### src/design/c2d_pkg.sv
`default_nettype none

package c2d_pkg;

   // Line buffer geometry.
   localparam int MAX_WIDTH  = 1024;
   localparam int IDX_W      = $clog2(MAX_WIDTH);
   localparam int MAX_HEIGHT = 4096;

   // Field widths.
   localparam int PIX_W      = 16;
   localparam int COEF_W     = 16;
   localparam int PROD_W     = PIX_W + COEF_W;
   localparam int CSUM_W     = PROD_W + 2;
   localparam int SUM_W      = 36;
   localparam int COL_W      = 10;
   localparam int ROW_W      = 12;
   localparam int KROW_W     = 48;
   localparam int IW_W       = 11;
   localparam int IH_W       = 13;
   localparam int CSR_IDX_W  = 3;
   localparam int CSR_DATA_W = 48;

   // Register indexes.
   localparam logic [CSR_IDX_W-1:0] CSR_KERNEL_TOP    = 3'd0;
   localparam logic [CSR_IDX_W-1:0] CSR_KERNEL_MIDDLE = 3'd1;
   localparam logic [CSR_IDX_W-1:0] CSR_KERNEL_BOTTOM = 3'd2;
   localparam logic [CSR_IDX_W-1:0] CSR_IMAGE_WIDTH   = 3'd3;
   localparam logic [CSR_IDX_W-1:0] CSR_IMAGE_HEIGHT  = 3'd4;

   localparam logic [IW_W-1:0] WIDTH_RESET  = 11'd28;
   localparam logic [IH_W-1:0] HEIGHT_RESET = 13'd28;
   localparam logic [IW_W-1:0] WIDTH_MIN    = 11'd3;
   localparam logic [IW_W-1:0] WIDTH_MAX    = IW_W'(MAX_WIDTH);
   localparam logic [IH_W-1:0] HEIGHT_MIN   = 13'd3;
   localparam logic [IH_W-1:0] HEIGHT_MAX   = IH_W'(MAX_HEIGHT);

   typedef logic signed [PIX_W-1:0]  pix_type;
   typedef logic signed [COEF_W-1:0] coef_type;
   typedef logic signed [SUM_W-1:0]  sum_type;
   typedef logic signed [CSUM_W-1:0] csum_type;

   // One window column: index 0 is the top row, index 2 the bottom row.
   typedef logic [2:0][PIX_W-1:0]  pix_col_type;
   typedef logic [2:0][COEF_W-1:0] coef_col_type;

   typedef struct packed {
      logic             take;
      logic             retire;
      logic [IDX_W-1:0] index;
   } lb_ctrl_type;

   typedef struct packed {
      logic en;
      logic shift;
   } cell_ctrl_type;

endpackage

`default_nettype wire

### src/design/c2d_cell.sv
`default_nettype none

module c2d_cell (
   input  wire                     clock,
   input  wire                     reset,
   input  c2d_pkg::cell_ctrl_type  ctrl,
   input  c2d_pkg::pix_col_type    col_in,
   input  c2d_pkg::coef_col_type   coef,
   output c2d_pkg::pix_col_type    col_out,
   output c2d_pkg::csum_type       csum
);
   import c2d_pkg::*;

   pix_col_type             win_ff;
   logic signed [PROD_W-1:0] prod_ff [3];
   csum_type                csum_ff;

   // The cell holds one window column and hands it to its left neighbor
   // whenever a new column enters.
   always_ff @(posedge clock) begin
      if (reset) begin
         win_ff <= '0;
      end else if (ctrl.shift) begin
         win_ff <= col_in;
      end
   end

   always_ff @(posedge clock) begin
      if (ctrl.en) begin
         for (int k = 0; k < 3; k++) begin
            prod_ff[k] <= $signed(win_ff[k]) * $signed(coef[k]);
         end
         csum_ff <= CSUM_W'(prod_ff[0]) + CSUM_W'(prod_ff[1]) + CSUM_W'(prod_ff[2]);
      end
   end

   assign col_out = win_ff;
   assign csum    = csum_ff;

endmodule

`default_nettype wire
### config.mk
export PLATFORM = sky130hd
export DESIGN_NAME = c2d_cell
export DESIGN_NICKNAME = d
export VERILOG_FILES = /design/src/design/c2d_pkg.sv /design/src/design/c2d_cell.sv
export SDC_FILE = /design/constraint.sdc
export NUM_CORES = 2
export LEC_CHECK = 0
export BUFFER_PORTS_ARGS = -buffer_cell sky130_fd_sc_hd__buf_4
export CORE_UTILIZATION = 59
export CTS_BUF_LIST = sky130_fd_sc_hd__clkbuf_4
export DETAILED_ROUTE_END_ITERATION = 8
export PLACE_DENSITY = 0.82
export SYNTH_ARGS = -nofsm -noshare
export SYNTH_HDL_FRONTEND = slang
export SYNTH_SLANG_ARGS = --single-unit
### constraint.sdc
create_clock -name clock -period 6.5 [get_ports clock]
set_input_delay 1.3 -clock clock [delete_from_list [all_inputs] [get_ports clock]]
set_output_delay 1.3 -clock clock [all_outputs]
set_load 0.005 [all_outputs]
==> run summary <==
Clock insertion delay at the later pin of the skew report: 0.79 ns
Final critical-path required period: 6.24 ns
Post-layout utilization of the core: 0.684
Routed wire length per instance: 17.6 um
Async set-or-reset flop fraction in the synthesized netlist: 0
Post-route fraction of the period consumed by the critical path: 0.959
Cell Count, Final, Fillers Out: 5,095
Io pins: 182
Number of nets in the final layout: 5,438
Arrival time of the worst setup path: 6.76 ns
Total global routing track utilization: 0.299
DIE AREA: 0.0641 mm2
Worst reg2reg startpoint: col_out[23]
Register clock-pin slew on the reported worst setup and hold paths: 0.22 ns
Final WS setup: 0.264 ns
Type of element capturing the critical path: flip-flop
Core Region: 0.0621 mm2
Number of vias per cell: 5.45
Count of nets left with antenna violations after detail routing: 0
Master cell of the clock root buffer: sky130_fd_sc_hd__clkbuf_4
Leakage power summed over all cells: 0.0214 uW
Maximum number of pins on one net before global-route repair: 79
Data required, critical path: 7.03 ns
Fraction of the mapped netlist area in adder cells: 0.534
Total number of placement rows: 91
CP startpoint: col_out[23]
EDFF count, synth: 130
Worst VDD drop: 0.000441 V
Relative area change from synthesis to final layout: 14.1%
Clock sink count: 178
Sum of overflow across all layers after global routing: 0
Commonest non-fill, non-tap cell in the layout: sky130_fd_sc_hd__inv_1
Type of the worst min-delay path: reg2reg
Measured slew at the worst slew-check pin: 0.985 ns
Footprint of the multi-input gates: 0.0288 mm2
Hold Crit Depth: 2
Total number of yosys warnings: 0
Placed instance count: 5,059
Clock tree from TritonCTS: built
Via count of the first global-routing pass: 29,809
Routed via count: 27,785
Fillcell total: 4,431
Setup violation total in the final timing report: 0
FF-to-FF path depth: 21
Post-Synthesis Cell Area: 0.0372 mm2
Compound-gate portion of the synthesized area: 0.0554
Final count of pins violating max slew: 0
Hold Startpoint: col_out[36]
Share of synthesized area spent on multiplexers: 0.0132
Mean area per synthesized cell: 9.82 um2
Worst Setup Slack post-DPL: -0.519 ns
Total iterations of the first detailed-routing run: 6
Max Cap Violations: 0
Share of layout cells above drive strength 1: 0.151
Area fraction in and, or, nand and nor cells after synthesis: 0.136
Max transition margin: 0.343
Clock Tree Buf Depth: 2
Commonest cells after routing, fill and taps aside: sky130_fd_sc_hd__inv_1 (882), sky130_fd_sc_hd__fa_1 (811), sky130_fd_sc_hd__buf_4 (537)
Xor and xnor fraction of the mapped netlist area: 0.0301
Starting DRT DRC Count: 2,029
Maximum frequency from static timing analysis: 160 MHz
Element type at the critical path start: flip-flop
Sequential cell area: 0.00487 mm2
Synthesized Nets: 4,987
H-tree depth: 4
Final hold violations: 0
Sum of net half-perimeters after detailed placement: 76,000 um
Final weighted congestion in routability-driven placement: 0.928
Power per Cell Area: 452 mW/mm2
Die Y-Extent: 253 um
Result of the run: completed
Fin Clk Skew: 0.0556 ns
Critical Path Fanout Max: 11
Initial antenna violation count: 4
Number of DRC violations after detailed routing: 0
Worst hold slack across all endpoints: 0.604 ns
Die width: 253 um
Predominant post-synthesis flop cell: sky130_fd_sc_hd__edfxtp_1
Synth unique cells: 76
Synth Instances: 3,790
TritonCTS buffer count: 17
Effective utilization at floorplan: 0.600
Largest family of logic cells by synthesized area: adder cells
Critical path start-end classification: reg2reg
Unrepaired setup endpoints after global routing: false
Port buffer count: 181
Global-route wire length before repair: 149,000 um
Synthesis-stage register bit count: 178
Part of the Yosys area used for sequential elements: 0.131
Total Wirelength: 89,500 um
-- cell usage after synthesis (3+ instances only) --
cell type                   count  area, um2
sky130_fd_sc_hd__a21oi_1       93        465
sky130_fd_sc_hd__or2_2          3       18.8
sky130_fd_sc_hd__o21ai_0       40        200
sky130_fd_sc_hd__xnor2_1      106        928
sky130_fd_sc_hd__o21ai_1       22        110
sky130_fd_sc_hd__and3_1         9       56.3
sky130_fd_sc_hd__a311oi_1       4       35.0
sky130_fd_sc_hd__nand2_1      405       1520
sky130_fd_sc_hd__ha_1         278       3480
sky130_fd_sc_hd__nor2_1       135        507
sky130_fd_sc_hd__o211ai_1      11       82.6
sky130_fd_sc_hd__inv_1        887       3330
sky130_fd_sc_hd__nor2b_1       10       62.6
sky130_fd_sc_hd__a31o_1         3       26.3
sky130_fd_sc_hd__a31oi_1        9       56.3
sky130_fd_sc_hd__xor2_1        22        193
sky130_fd_sc_hd__fa_1         819      16400
sky130_fd_sc_hd__o21a_1        13       97.6
sky130_fd_sc_hd__o21bai_1      13       97.6
sky130_fd_sc_hd__clkbuf_1     108        405
sky130_fd_sc_hd__nand2b_1      34        213
sky130_fd_sc_hd__nand4_1        8       50.1
sky130_fd_sc_hd__a211oi_1      18        135
sky130_fd_sc_hd__a2111oi_0      3       26.3
sky130_fd_sc_hd__edfxtp_1     130       3900
sky130_fd_sc_hd__nand3_1       24        120
sky130_fd_sc_hd__and2_1       358       2240
sky130_fd_sc_hd__o2111ai_1      3       26.3
sky130_fd_sc_hd__o31ai_1        3       22.5
sky130_fd_sc_hd__dfxtp_1       48        961
sky130_fd_sc_hd__mux2i_1       49        490
sky130_fd_sc_hd__nor3_1        24        120
sky130_fd_sc_hd__or3_1          5       31.3
sky130_fd_sc_hd__a21o_1        38        285
-- stage by stage --
stage / instance area [um2] / setup TNS (ns) / total power [uW]
floorplan: 37500 / -0.430 / 13000
global placement: 42200 / -8.57 / 17800
detailed placement: 42200 / -12.46 / 18400
CTS: 42400 / 0 / 19200
global route: 42500 / 0 / 21100
finish: 42500 / 0 / 19200
-- timing repair --
action / CTS / global route
buffers inserted: 0 / 0
hold buffers: 0 / 0
resized for setup: 0 / 9
endpoints found under the setup margin: 0 / 12
-- kinds of logic (layout without fill, tap and decap cells) --
group	after synthesis	after routing
other cells	0	4
fa+ha+maj	1097	1097
buf+inv	999	1463
flops	178	178
xor+xnor	128	128
mux	49	49
compound gates	310	310
simple gates	1029	1029
-- where the power goes --
| group | internal, uW | leakage (uW) | switching [uW] | total (uW) |
|---|---|---|---|---|
| combinational | 7450 | 0.0196 | 8370 | 15800 |
| sequential | 2320 | 0.00168 | 360 | 2680 |
| clock | 198 | 0.000130 | 501 | 699 |
-- worst paths after layout --
path                         end  slack [ns]
setup reg to reg  prod_ff[0][62]        0.26
hold / removal       col_out[36]        0.60
hold reg to reg      col_out[36]        0.60
setup / recovery  prod_ff[0][62]        0.26
-- critical path, stage by stage, from the launching register on --
cell	delay [ns]
sky130_fd_sc_hd__dfxtp_1	0.70
sky130_fd_sc_hd__nand2_1	0.15
sky130_fd_sc_hd__fa_1	0.55
sky130_fd_sc_hd__inv_1	0.05
sky130_fd_sc_hd__fa_1	0.51
sky130_fd_sc_hd__inv_1	0.06
sky130_fd_sc_hd__fa_1	0.42
sky130_fd_sc_hd__inv_1	0.10
sky130_fd_sc_hd__fa_1	0.43
sky130_fd_sc_hd__fa_1	0.52
sky130_fd_sc_hd__inv_1	0.05
sky130_fd_sc_hd__fa_1	0.53
sky130_fd_sc_hd__inv_2	0.06
sky130_fd_sc_hd__ha_4	0.24
sky130_fd_sc_hd__a21o_1	0.17
sky130_fd_sc_hd__a21o_1	0.15
sky130_fd_sc_hd__a221oi_2	0.32
sky130_fd_sc_hd__o31ai_4	0.15
sky130_fd_sc_hd__o211ai_1	0.31
sky130_fd_sc_hd__a31oi_1	0.19
sky130_fd_sc_hd__mux2i_1	0.20
sky130_fd_sc_hd__o2111ai_1	0.12
-- state kept, by name (all words and copies together) (netlist names) --
name,flops
col_out,48
csum,34
prod_ff,96
-- final cells by class --
| class | instances | share of cell area |
|---|---|---|
| timing repair buffer | 543 | 0.0978 |
| tap | 837 | 0.0247 |
| antenna | 4 | 0.000236 |
| clock buffer | 19 | 0.00336 |
| multi-input combinational | 2613 | 0.678 |
| sequential | 178 | 0.115 |
| clock inverter | 13 | 0.00268 |
| inverter | 888 | 0.0785 |
-- metal layers --
metal  share of wire  vias to the layer above  global-route usage
li1                -                    12319                   -
met5               0                        -                   0
met4           0.036                        0               0.118
met2            0.50                     1138               0.504
met1            0.39                    14114               0.390
met3           0.072                      214              0.0447
No activity file was read; power rests on OpenSTA's default activity.
